<file path="src/rtl/chained_hash_map_unit_macros.svh">
// Assertion macros shared by the chained hash map unit.
`ifndef CHAINED_HASH_MAP_UNIT_MACROS_SVH
`define CHAINED_HASH_MAP_UNIT_MACROS_SVH

// Same-cycle implication, checked on every rising clock edge outside reset.
`define CHM_ASSERT_SAME(label, ante, cons, msg) \
    label: assert property (@(posedge clk) disable iff (!rst_n) (ante) |-> (cons)) \
        else $error(msg);

// Next-cycle implication, checked on every rising clock edge outside reset.
`define CHM_ASSERT_NEXT(label, ante, cons, msg) \
    label: assert property (@(posedge clk) disable iff (!rst_n) (ante) |=> (cons)) \
        else $error(msg);

`endif

</file>
<file path="src/rtl/chm_pkg.sv">
// Shared types and constants of the chained hash map unit.
package chm_pkg;

    localparam int CHM_NUM_BUCKETS = 64;
    localparam int CHM_BUCKET_WAYS = 4;

    localparam int KEY_W   = 31;
    localparam int VALUE_W = 32;

    localparam logic [VALUE_W-1:0] MISS_VALUE = '1;

    typedef enum logic [1:0] {
        OP_INSERT = 2'd0,
        OP_LOOKUP = 2'd1,
        OP_REMOVE = 2'd2
    } op_t;

    typedef enum logic [1:0] {
        STATUS_DONE      = 2'd0,
        STATUS_PRESENT   = 2'd1,
        STATUS_NOT_FOUND = 2'd2,
        STATUS_FULL      = 2'd3
    } status_t;

    // One way of a bucket row.
    typedef struct packed {
        logic               valid;
        logic [KEY_W-1:0]   key;
        logic [VALUE_W-1:0] value;
    } entry_t;

    // Result word produced by one operation.
    typedef struct packed {
        status_t            status;
        logic               found;
        logic [VALUE_W-1:0] read_value;
    } result_t;

endpackage

</file>
<file path="src/rtl/chm_way_logic.sv">
// Compares the ways of one bucket row and builds the updated row and the result.
module chm_way_logic #(
    parameter int BUCKET_WAYS = 4
) (
    input  chm_pkg::entry_t [BUCKET_WAYS-1:0]    row,
    input  logic [1:0]                           operation,
    input  logic [chm_pkg::KEY_W-1:0]            key,
    input  logic [chm_pkg::VALUE_W-1:0]          item_value,
    output chm_pkg::entry_t [BUCKET_WAYS-1:0]    row_next,
    output logic                                 row_write,
    output chm_pkg::result_t                     result
);
    import chm_pkg::*;

    localparam int WAY_W = (BUCKET_WAYS > 1) ? $clog2(BUCKET_WAYS) : 1;

    logic             hit_any;
    logic [WAY_W-1:0] hit_idx;
    logic             free_any;
    logic [WAY_W-1:0] free_idx;

    // Scan from the top way down so the lowest matching way wins.
    always_comb
    begin
        hit_any  = 1'b0;
        hit_idx  = '0;
        free_any = 1'b0;
        free_idx = '0;
        for (int w = BUCKET_WAYS - 1; w >= 0; w--)
        begin
            if (row[w].valid && (row[w].key == key))
            begin
                hit_any = 1'b1;
                hit_idx = WAY_W'(w);
            end
            if (!row[w].valid)
            begin
                free_any = 1'b1;
                free_idx = WAY_W'(w);
            end
        end
    end

    always_comb
    begin
        row_next          = row;
        row_write         = 1'b0;
        result.status     = STATUS_DONE;
        result.found      = 1'b0;
        result.read_value = MISS_VALUE;
        case (op_t'(operation))
            OP_INSERT:
            begin
                if (hit_any)
                begin
                    result.status = STATUS_PRESENT;
                    result.found  = 1'b1;
                end
                else if (free_any)
                begin
                    row_next[free_idx].valid = 1'b1;
                    row_next[free_idx].key   = key;
                    row_next[free_idx].value = item_value;
                    row_write                = 1'b1;
                end
                else
                begin
                    result.status = STATUS_FULL;
                end
            end
            OP_LOOKUP:
            begin
                if (hit_any)
                begin
                    result.found      = 1'b1;
                    result.read_value = row[hit_idx].value;
                end
                else
                begin
                    result.status = STATUS_NOT_FOUND;
                end
            end
            OP_REMOVE:
            begin
                if (hit_any)
                begin
                    result.found            = 1'b1;
                    row_next[hit_idx].valid = 1'b0;
                    row_write               = 1'b1;
                end
                else
                begin
                    result.status = STATUS_NOT_FOUND;
                end
            end
            default:
            begin
                // An unused operation code leaves the store alone.
            end
        endcase
    end

endmodule

</file>
<file path="config.mk">
export PLATFORM = sky130hd
export DESIGN_NAME = chm_way_logic
export DESIGN_NICKNAME = d
export VERILOG_FILES = /design/src/rtl/chained_hash_map_unit_macros.svh /design/src/rtl/chm_pkg.sv /design/src/rtl/chm_way_logic.sv
export SDC_FILE = /design/constraint.sdc
export NUM_CORES = 1
export LEC_CHECK = 0
export BUFFER_PORTS_ARGS = -buffer_cell sky130_fd_sc_hd__buf_2
export CORE_AREA = 2 2 239 241
export DETAILED_ROUTE_END_ITERATION = 12
export DIE_AREA = 0 0 241 243
export PLACE_DENSITY = 0.31
export SLEW_MARGIN = 20
export SYNTH_ARGS = -nofsm -noshare
export SYNTH_HDL_FRONTEND = slang
export SYNTH_SLANG_ARGS = --single-unit
</file>
<file path="constraint.sdc">
create_clock -name vclk -period 8.7
set_input_delay 1.305 -clock vclk [all_inputs]
set_output_delay 1.305 -clock vclk [all_outputs]
set_load 0.005 [all_outputs]
</file>
==> results.sh, run 1 <==
export IMPL_clock_buffers=0
export IMPL_drt_pass1_iterations=4
export IMPL_wirelength_um=48600
export IMPL_core_area_um2=56000
export IMPL_outcome="complete, no violations"
export IMPL_crit_type="input port to output pin"
export IMPL_pwr_density_cell_nw_per_um2=46.1
export IMPL_fin_nets=1507
export IMPL_port_buffers=613
export IMPL_dp_slack_ns=2.04
export IMPL_cts_resized=0
export IMPL_setup_viol=0
export IMPL_finalHoldViolCount=0
export IMPL_sw_frac_of_total=0.533
export IMPL_post_dp_cell_area_um2=9740
export IMPL_start_util=0.111
export IMPL_hold_path_class="input port to output pin"
export IMPL_avgSynthCellArea_um2=9.75
export IMPL_p_int_uw=210
export IMPL_pwr_share_seq=0
export IMPL_seq_cells=0
export IMPL_netlist_area_um2=6190
export IMPL_syn_nets=956
export IMPL_grt_use_total=0.153
export IMPL_syn_inst=635
export IMPL_drtIter0Drc=335
export IMPL_finalSetupTns_ns=0
export IMPL_ys_seq_area_frac=0
export IMPL_avgViaCountPerCell=4.09
export IMPL_finalWeightedCongestion=0.844
export IMPL_ir_drop_v=0.0000167
export IMPL_final_common_cell="buf_2"
export IMPL_via_count=7940
export IMPL_dp_cells=1940
export IMPL_yosysUniqueCellTypes=35
export IMPL_antenna_found_initial=7
export IMPL_endpoint_kind="output pin"
export IMPL_total_power_uw=449
export IMPL_cts_setup_buffers=0
export IMPL_period_minus_slack_ns=6.68
export IMPL_utilization=0.174
export IMPL_n_fill_cell=6542
export IMPL_arrival_ns=5.38
export IMPL_drc=0
export IMPL_holdWs_ns=2.91
export IMPL_syn_to_final_growth_pct=57.5
export IMPL_most_common_layout_cells="613 x buf_2, 124 x xnor2_1, 117 x mux2_2"
export IMPL_dp_hpwl_um=41700
export IMPL_grt_max_degree=64
export IMPL_pwr_share_clk=0
export IMPL_regArea_um2=0
export IMPL_drive_gt1_frac=0.717
export IMPL_holdBufCountCts=0
export IMPL_switchingPower_uw=239
export IMPL_worst_slack_ns=2.02
export IMPL_leakage_nw=4.32
export IMPL_grt_pass1_wl_um=64200
export IMPL_dieArea_um2=58600
export IMPL_slew_headroom=0.221
export IMPL_wl_per_cell_um=25.1
export IMPL_combPwrFrac=1.000
export IMPL_io_pin_count=613
export IMPL_crit_fanout=44
export IMPL_worst_pin_slew_ns=1.17
export IMPL_maxCapViolCount=0
export IMPL_grt_setup_unrepaired="no"
export IMPL_die_y_um=243
export IMPL_finalNonFillerCells=1941
export IMPL_required_ns=7.39
export IMPL_grt_pass1_vias=8254
export IMPL_overflow=0
export IMPL_postLayoutCellArea_um2=9740
export IMPL_fin_crit_sh=0.768
export IMPL_start_kind="input port"
export IMPL_die_w_um=241
export IMPL_yosysWarnings=0
export IMPL_ant_nets=0
export IMPL_fmax_mhz=150
export IMPL_drv_slew=0
export IMPL_rows=87
==> power by group through the flow <==
stage	logic [mW]	clock network, mW	registers [mW]
floorplan	0.204	0	0
global placement	0.457	0	0
detailed placement	0.454	0	0
CTS	0.458	0	0
global route	0.482	0	0
finish	0.449	0.0000000154	0
==> path summary, 6_finish.rpt <==
path,startpoint,depth (start not counted),end,slack (ns)
max,key[27],10,row_next[56],2.02
min,row[64],3,row_next[64],2.91
==> critical path, stage by stage <==
cell and delay, ns:
buf_2 0.18, xnor2_1 0.61, nand4_1 0.17, nor4_1 0.74
nand2_1 0.15, or3b_1 0.39, or3_4 0.74, buf_4 0.45
mux2_1 0.37, buf_2 0.13
==> layout make-up <==
cell class	instances	area, µm²	area share
diodes	1	2.50	0.000257
repair buffers	624	3170	0.325
inverters	2	7.51	0.000770
multi-input cells	558	5620	0.577
well taps	756	946	0.0971
==> synth_stat cells <==
cell | count | area share
a21o_1 | 1 | 0.0012
a21oi_1 | 2 | 0.0016
a221o_1 | 32 | 0.052
a2bb2oi_1 | 1 | 0.0014
and3_1 | 3 | 0.0030
buf_12 | 6 | 0.019
buf_2 | 1 | 0.00081
buf_4 | 28 | 0.034
buf_6 | 17 | 0.031
clkbuf_1 | 23 | 0.014
inv_1 | 2 | 0.0012
mux2_1 | 75 | 0.14
mux2_2 | 117 | 0.21
mux2_4 | 60 | 0.15
mux2i_1 | 1 | 0.0016
nand2_1 | 12 | 0.0073
nand3_1 | 5 | 0.0040
nand4_1 | 57 | 0.058
nor2_1 | 4 | 0.0024
nor2_2 | 2 | 0.0020
nor2b_1 | 2 | 0.0020
nor3_1 | 3 | 0.0024
nor4_1 | 10 | 0.010
nor4_4 | 1 | 0.0034
o2111ai_1 | 1 | 0.0014
o21ai_0 | 1 | 0.00081
o21ai_1 | 1 | 0.00081
o221a_2 | 32 | 0.058
o22ai_1 | 1 | 0.0010
o31ai_1 | 2 | 0.0024
or2_2 | 1 | 0.0010
or3_1 | 1 | 0.0010
or3b_1 | 1 | 0.0014
or4_4 | 5 | 0.0091
xnor2_1 | 124 | 0.18
==> layer usage <==
metal / wire (µm) / GRT usage / up-vias
met5: 27 / 0 / -
met3: 3090 / 0.0213 / 29
met4: 676 / 0.0172 / 4
met2: 25300 / 0.298 / 440
li1: - / - / 3575
met1: 19500 / 0.177 / 3892
==> kinds of logic (layout without fill, tap and decap cells) <==
family,Yosys count,after routing,synth area share
other,0,1,0
AND/OR/NAND/NOR,107,107,0.107
multiplexers,253,253,0.497
XOR/XNOR,124,124,0.175
buffers and inverters,77,626,0.100
AO/OA/AOI/OAI,74,74,0.121
Note: power is estimated with default switching activity, not from simulation.
==> run 2: changes to the inputs <==
- CORE_AREA: 2 2 239 241 -> 2 2 241 243
- DIE_AREA: 0 0 241 243 -> 0 0 243 245
- PLACE_DENSITY: 0.31 -> 0.3
- clock period: 8.7 -> 6.85 ns (I/O delays scaled with it)
==> results.sh, run 2 (same netlist as run 1, synthesis figures left out) <==
export IMPL_maxCapViolCount=0
export IMPL_leakage_nw=4.33
export IMPL_via_count=7844
export IMPL_worst_slack_ns=1.20
export IMPL_fmax_mhz=177
export IMPL_grt_setup_unrepaired="no"
export IMPL_hold_path_class="input port to output pin"
export IMPL_arrival_ns=4.62
export IMPL_grt_pass1_vias=8363
export IMPL_slew_headroom=0.306
export IMPL_rows=88
export IMPL_most_common_layout_cells="613 x buf_2, 124 x xnor2_1, 117 x mux2_2"
export IMPL_drtIter0Drc=250
export IMPL_drv_slew=0
export IMPL_finalHoldViolCount=0
export IMPL_postLayoutCellArea_um2=9780
export IMPL_wl_per_cell_um=24.1
export IMPL_multi_input_area_um2=5610
export IMPL_drt_pass1_iterations=4
export IMPL_clock_buffers=0
export IMPL_start_kind="input port"
export IMPL_seq_cells=0
export IMPL_drc=0
export IMPL_dieArea_um2=59500
export IMPL_ir_drop_v=0.0000210
export IMPL_cts_setup_buffers=0
export IMPL_die_w_um=243
export IMPL_overflow=0
export IMPL_io_pin_count=613
export IMPL_required_ns=5.82
export IMPL_regArea_um2=0
export IMPL_grt_max_degree=42
export IMPL_wirelength_um=47100
export IMPL_setup_viol=0
export IMPL_port_buffers=613
export IMPL_crit_type="input port to output pin"
export IMPL_dp_hpwl_um=39600
export IMPL_grt_use_total=0.147
export IMPL_pwr_density_cell_nw_per_um2=57.6
export IMPL_grt_pass1_wl_um=63700
export IMPL_finalWeightedCongestion=0.876
export IMPL_antenna_found_initial=5
export IMPL_die_y_um=245
export IMPL_syn_to_final_growth_pct=58.1
export IMPL_fin_nets=1510
export IMPL_fin_crit_sh=0.824
export IMPL_ant_nets=0
export IMPL_holdBufCountCts=0
export IMPL_worst_pin_slew_ns=1.04
export IMPL_start_util=0.109
export IMPL_dp_slack_ns=1.12
export IMPL_n_fill_cell=6586
export IMPL_final_common_cell="buf_2"
export IMPL_avgViaCountPerCell=4.01
export IMPL_holdWs_ns=2.35
export IMPL_cts_resized=0
export IMPL_crit_fanout=32
export IMPL_endpoint_kind="output pin"
export IMPL_core_area_um2=57000
export IMPL_period_minus_slack_ns=5.65
export IMPL_finalSetupTns_ns=0
export IMPL_post_dp_cell_area_um2=9770
export IMPL_drive_gt1_frac=0.717
export IMPL_outcome="complete, no violations"
run 2: cell count changes in the layout (fill, tap and decap cells not counted):
| cell | previous run | this run |
|---|---|---|
| buf_12 | 0 | 2 |
| buf_4 | 10 | 12 |
| diode_2 | 1 | 3 |
| buf_16 | 1 | 0 |
| nor4_1 | 9 | 10 |
| nor4_2 | 1 | 0 |
run 2: cell type report:
class | count | share of cell area
timing repair buffer | 627 | 0.327
multi-input combinational | 558 | 0.574
antenna | 3 | 0.000767
inverter | 2 | 0.000767
tap | 765 | 0.0979
run 2: per-stage QoR:
step,instances,utilization,power [mW]
2_1_floorplan,635,-,0.260
3_3_place_gp,1952,0.171,0.575
3_5_place_dp,1952,0.171,0.571
4_1_cts,1952,0.171,0.575
5_1_grt,1953,0.171,0.608
6_report,1955,0.172,0.563
run 2: worst paths after layout:
| kind | start | end | slack (ns) | depth (start not counted) |
|---|---|---|---|---|
| worst max-delay path | key[27] | row_next[5] | 1.20 | 10 |
| worst min-delay path | row[7] | row_next[7] | 2.35 | 3 |
run 2: critical path, cell delays in order:
cell	delay, ns
buf_2	0.21
xnor2_1	0.35
nand4_1	0.14
nor4_1	0.77
nand2_1	0.16
or3b_1	0.43
or3_4	0.61
buf_12	0.30
mux2_2	0.38
buf_2	0.13
run 2: metal layers:
layer,vias to the layer above,GRT usage,routed length [µm]
met3,23,0.0230,2770
met4,4,0.0119,419
met2,399,0.289,25000
met1,3823,0.172,18900
met5,-,0,26
li1,3595,-,-
run 2: power by group:
group / internal [mW] / total [mW] / switching, mW
clock: 0.0000000283 / 0.0000000283 / 0
sequential: 0 / 0 / 0
combinational: 0.268 / 0.563 / 0.296
total: 0.268 / 0.563 / 0.296
==> run 3: changes to the inputs <==
- ABC_AREA: not set -> 1
- CORE_AREA: 2 2 241 243 -> 2 2 236 238
- DIE_AREA: 0 0 243 245 -> 0 0 238 240
- PLACE_DENSITY: 0.3 -> 0.36
- clock period: 6.85 -> 4.8 ns (I/O delays scaled with it)
==> results.sh, run 3 <==
export IMPL_outcome="complete, no violations"
export IMPL_yosysMostFrequentCell="nand2_1"
export IMPL_synth_top_area_share=0.380
export IMPL_clock_buffers=0
export IMPL_overflow=0
export IMPL_arrival_ns=3.61
export IMPL_maxCapViolCount=0
export IMPL_fin_crit_sh=0.902
export IMPL_crit_type="input port to output pin"
export IMPL_die_w_um=238
export IMPL_drv_slew=0
export IMPL_synthSimpleGateAreaFrac=0.654
export IMPL_cp_buffers_inverters=5
export IMPL_synthXorXnorAreaFrac=0.0427
export IMPL_die_y_um=240
export IMPL_rows=86
export IMPL_wirelength_um=73400
export IMPL_switchingPower_uw=664
export IMPL_yosysUniqueCellTypes=31
export IMPL_yosysWarnings=0
export IMPL_cts_setup_buffers=0
export IMPL_fin_nets=2728
export IMPL_regArea_um2=0
export IMPL_holdBufCountCts=0
export IMPL_grt_pass1_vias=13700
export IMPL_drive_gt1_frac=0.300
export IMPL_io_pin_count=613
export IMPL_leakage_nw=7.66
export IMPL_netlist_area_um2=8200
export IMPL_port_buffers=613
export IMPL_drc=0
export IMPL_crit_chain="buf_2 > inv_2 > nand2_1 > nand2_1 > inv_1 > nand2_1 > nor2_1 > nand2_1 > nor2_1 > nand2_2 > nand2_2 > nor2_4 > nand3_4 > buf_4 > o21ai_0 > buf_2"
export IMPL_postLayoutCellArea_um2=12000
export IMPL_drtIter0Drc=1037
export IMPL_required_ns=4.08
export IMPL_finalWeightedCongestion=0.978
export IMPL_dieArea_um2=57100
export IMPL_synth_top_family_by_area="simple AND/OR/NAND/NOR gates"
export IMPL_endpoint_kind="output pin"
export IMPL_pwr_density_cell_nw_per_um2=85.7
export IMPL_avgViaCountPerCell=4.53
export IMPL_period_minus_slack_ns=4.33
export IMPL_start_kind="input port"
export IMPL_pwr_share_seq=0
export IMPL_ys_seq_area_frac=0
export IMPL_worst_pin_slew_ns=0.926
export IMPL_grt_pass1_wl_um=101000
export IMPL_ir_drop_v=0.0000294
export IMPL_slowest_delay_ns=0.40
export IMPL_ant_nets=0
export IMPL_cts_resized=0
export IMPL_most_common_layout_cells="830 x nand2_1, 613 x buf_2, 254 x inv_1"
export IMPL_synthTopCellsByArea="nand2_1 38%, inv_1 12%, nand3_1 10%"
export IMPL_grt_use_total=0.243
export IMPL_slowest_stage="nand3_4"
export IMPL_final_common_cell="nand2_1"
export IMPL_yosysTopAreaCell="nand2_1"
export IMPL_grt_max_degree=65
export IMPL_finalHoldViolCount=0
export IMPL_crit_top_cell="nand2_1"
export IMPL_crit_fanout=32
export IMPL_setup_viol=0
export IMPL_syn_to_final_growth_pct=46.1
export IMPL_dp_hpwl_um=61100
export IMPL_n_fill_cell=6660
export IMPL_sw_frac_of_total=0.646
export IMPL_pwr_share_clk=0
export IMPL_fmax_mhz=231
export IMPL_syn_inst=1868
export IMPL_multi_input_area_um2=6500
export IMPL_core_area_um2=54700
export IMPL_avgSynthCellArea_um2=4.39
export IMPL_start_util=0.150
export IMPL_drt_pass1_iterations=6
export IMPL_seq_cells=0
export IMPL_synth_mux_area_frac=0
export IMPL_hold_path_class="input port to output pin"
export IMPL_synth_compound_area_frac=0.0895
export IMPL_wl_per_cell_um=23.6
export IMPL_syn_nets=2189
export IMPL_synthAdderAreaFrac=0
export IMPL_antenna_found_initial=8
export IMPL_p_int_uw=363
export IMPL_grt_setup_unrepaired="no"
export IMPL_finalSetupTns_ns=0
export IMPL_combPwrFrac=1.000
export IMPL_slew_headroom=0.382
export IMPL_post_dp_cell_area_um2=12000
export IMPL_crit_family="simple AND/OR/NAND/NOR gates"
export IMPL_via_count=14100
export IMPL_netlist_top_cells_count="830 x nand2_1, 254 x inv_1, 171 x nand3_1"
-- run 3: changes by cell type after synthesis, moves of 45 or more --
cell,delta
buf_2,+45
inv_1,+252
mux2_1,-75
mux2_2,-117
mux2_4,-60
nand2_1,+818
nand3_1,+166
nor2_1,+137
o21ai_0,+116
xnor2_1,-86
-- run 3: routing by layer --
layer / vias up / global-route usage / part of all wire
li1: 6837 / - / -
met4: 8 / 0.0898 / 0.044
met2: 699 / 0.454 / 0.50
met3: 124 / 0.0341 / 0.065
met5: - / 0 / 0.00080
met1: 6447 / 0.280 / 0.39
-- run 3: logic make-up after synthesis --
| kind of cell | count (synthesis) |
|---|---|
| XOR/XNOR | 40 |
| AND/OR/NAND/NOR | 1272 |
| AO/OA/AOI/OAI | 145 |
| buffers and inverters | 411 |
-- run 3: final timing paths --
| check | from | endpoint | slack [ns] | cells past startpoint |
|---|---|---|---|---|
| setup / recovery | key[23] | row_next[41] | 0.47 | 16 |
| hold / removal | row[210] | row_next[210] | 1.72 | 4 |
-- run 3: area by class of cell --
| cell class | instances | share of cell area |
|---|---|---|
| multi-input combinational | 1457 | 0.542 |
| timing repair buffer | 655 | 0.292 |
| antenna | 4 | 0.000835 |
| tap | 704 | 0.0735 |
| inverter | 293 | 0.0917 |
-- run 3: power groups by stage --
stage | combinational (mW) | sequential (mW) | clock [mW]
after floorplan | 0.446 | 0 | 0
after global routing | 1.12 | 0 | 0.0000000837
after detailed placement | 1.02 | 0 | 0
final | 1.03 | 0 | 0.000000112
after CTS | 1.03 | 0 | 0
after global placement | 1.03 | 0 | 0
-- run 3: worst min-delay path: stages --
cell and delay [ns]:
buf_2 0.09, nand2_1 0.05, nand2_1 0.04, buf_2 0.10
-- run 3: metrics by stage --
| step | hold WS, ns | power (mW) | worst slack (ns) | util | instances |
|---|---|---|---|---|---|
| global placement | 1.72 | 1.03 | 0.367 | 0.219 | 3109 |
| CTS | 1.72 | 1.03 | 0.371 | 0.219 | 3109 |
| floorplan | 1.50 | 0.446 | 1.83 | - | 1868 |
| detailed placement | 1.72 | 1.02 | 0.389 | 0.219 | 3109 |
| global route | 1.73 | 1.12 | 0.274 | 0.219 | 3112 |
| finish | 1.72 | 1.03 | 0.472 | 0.219 | 3113 |
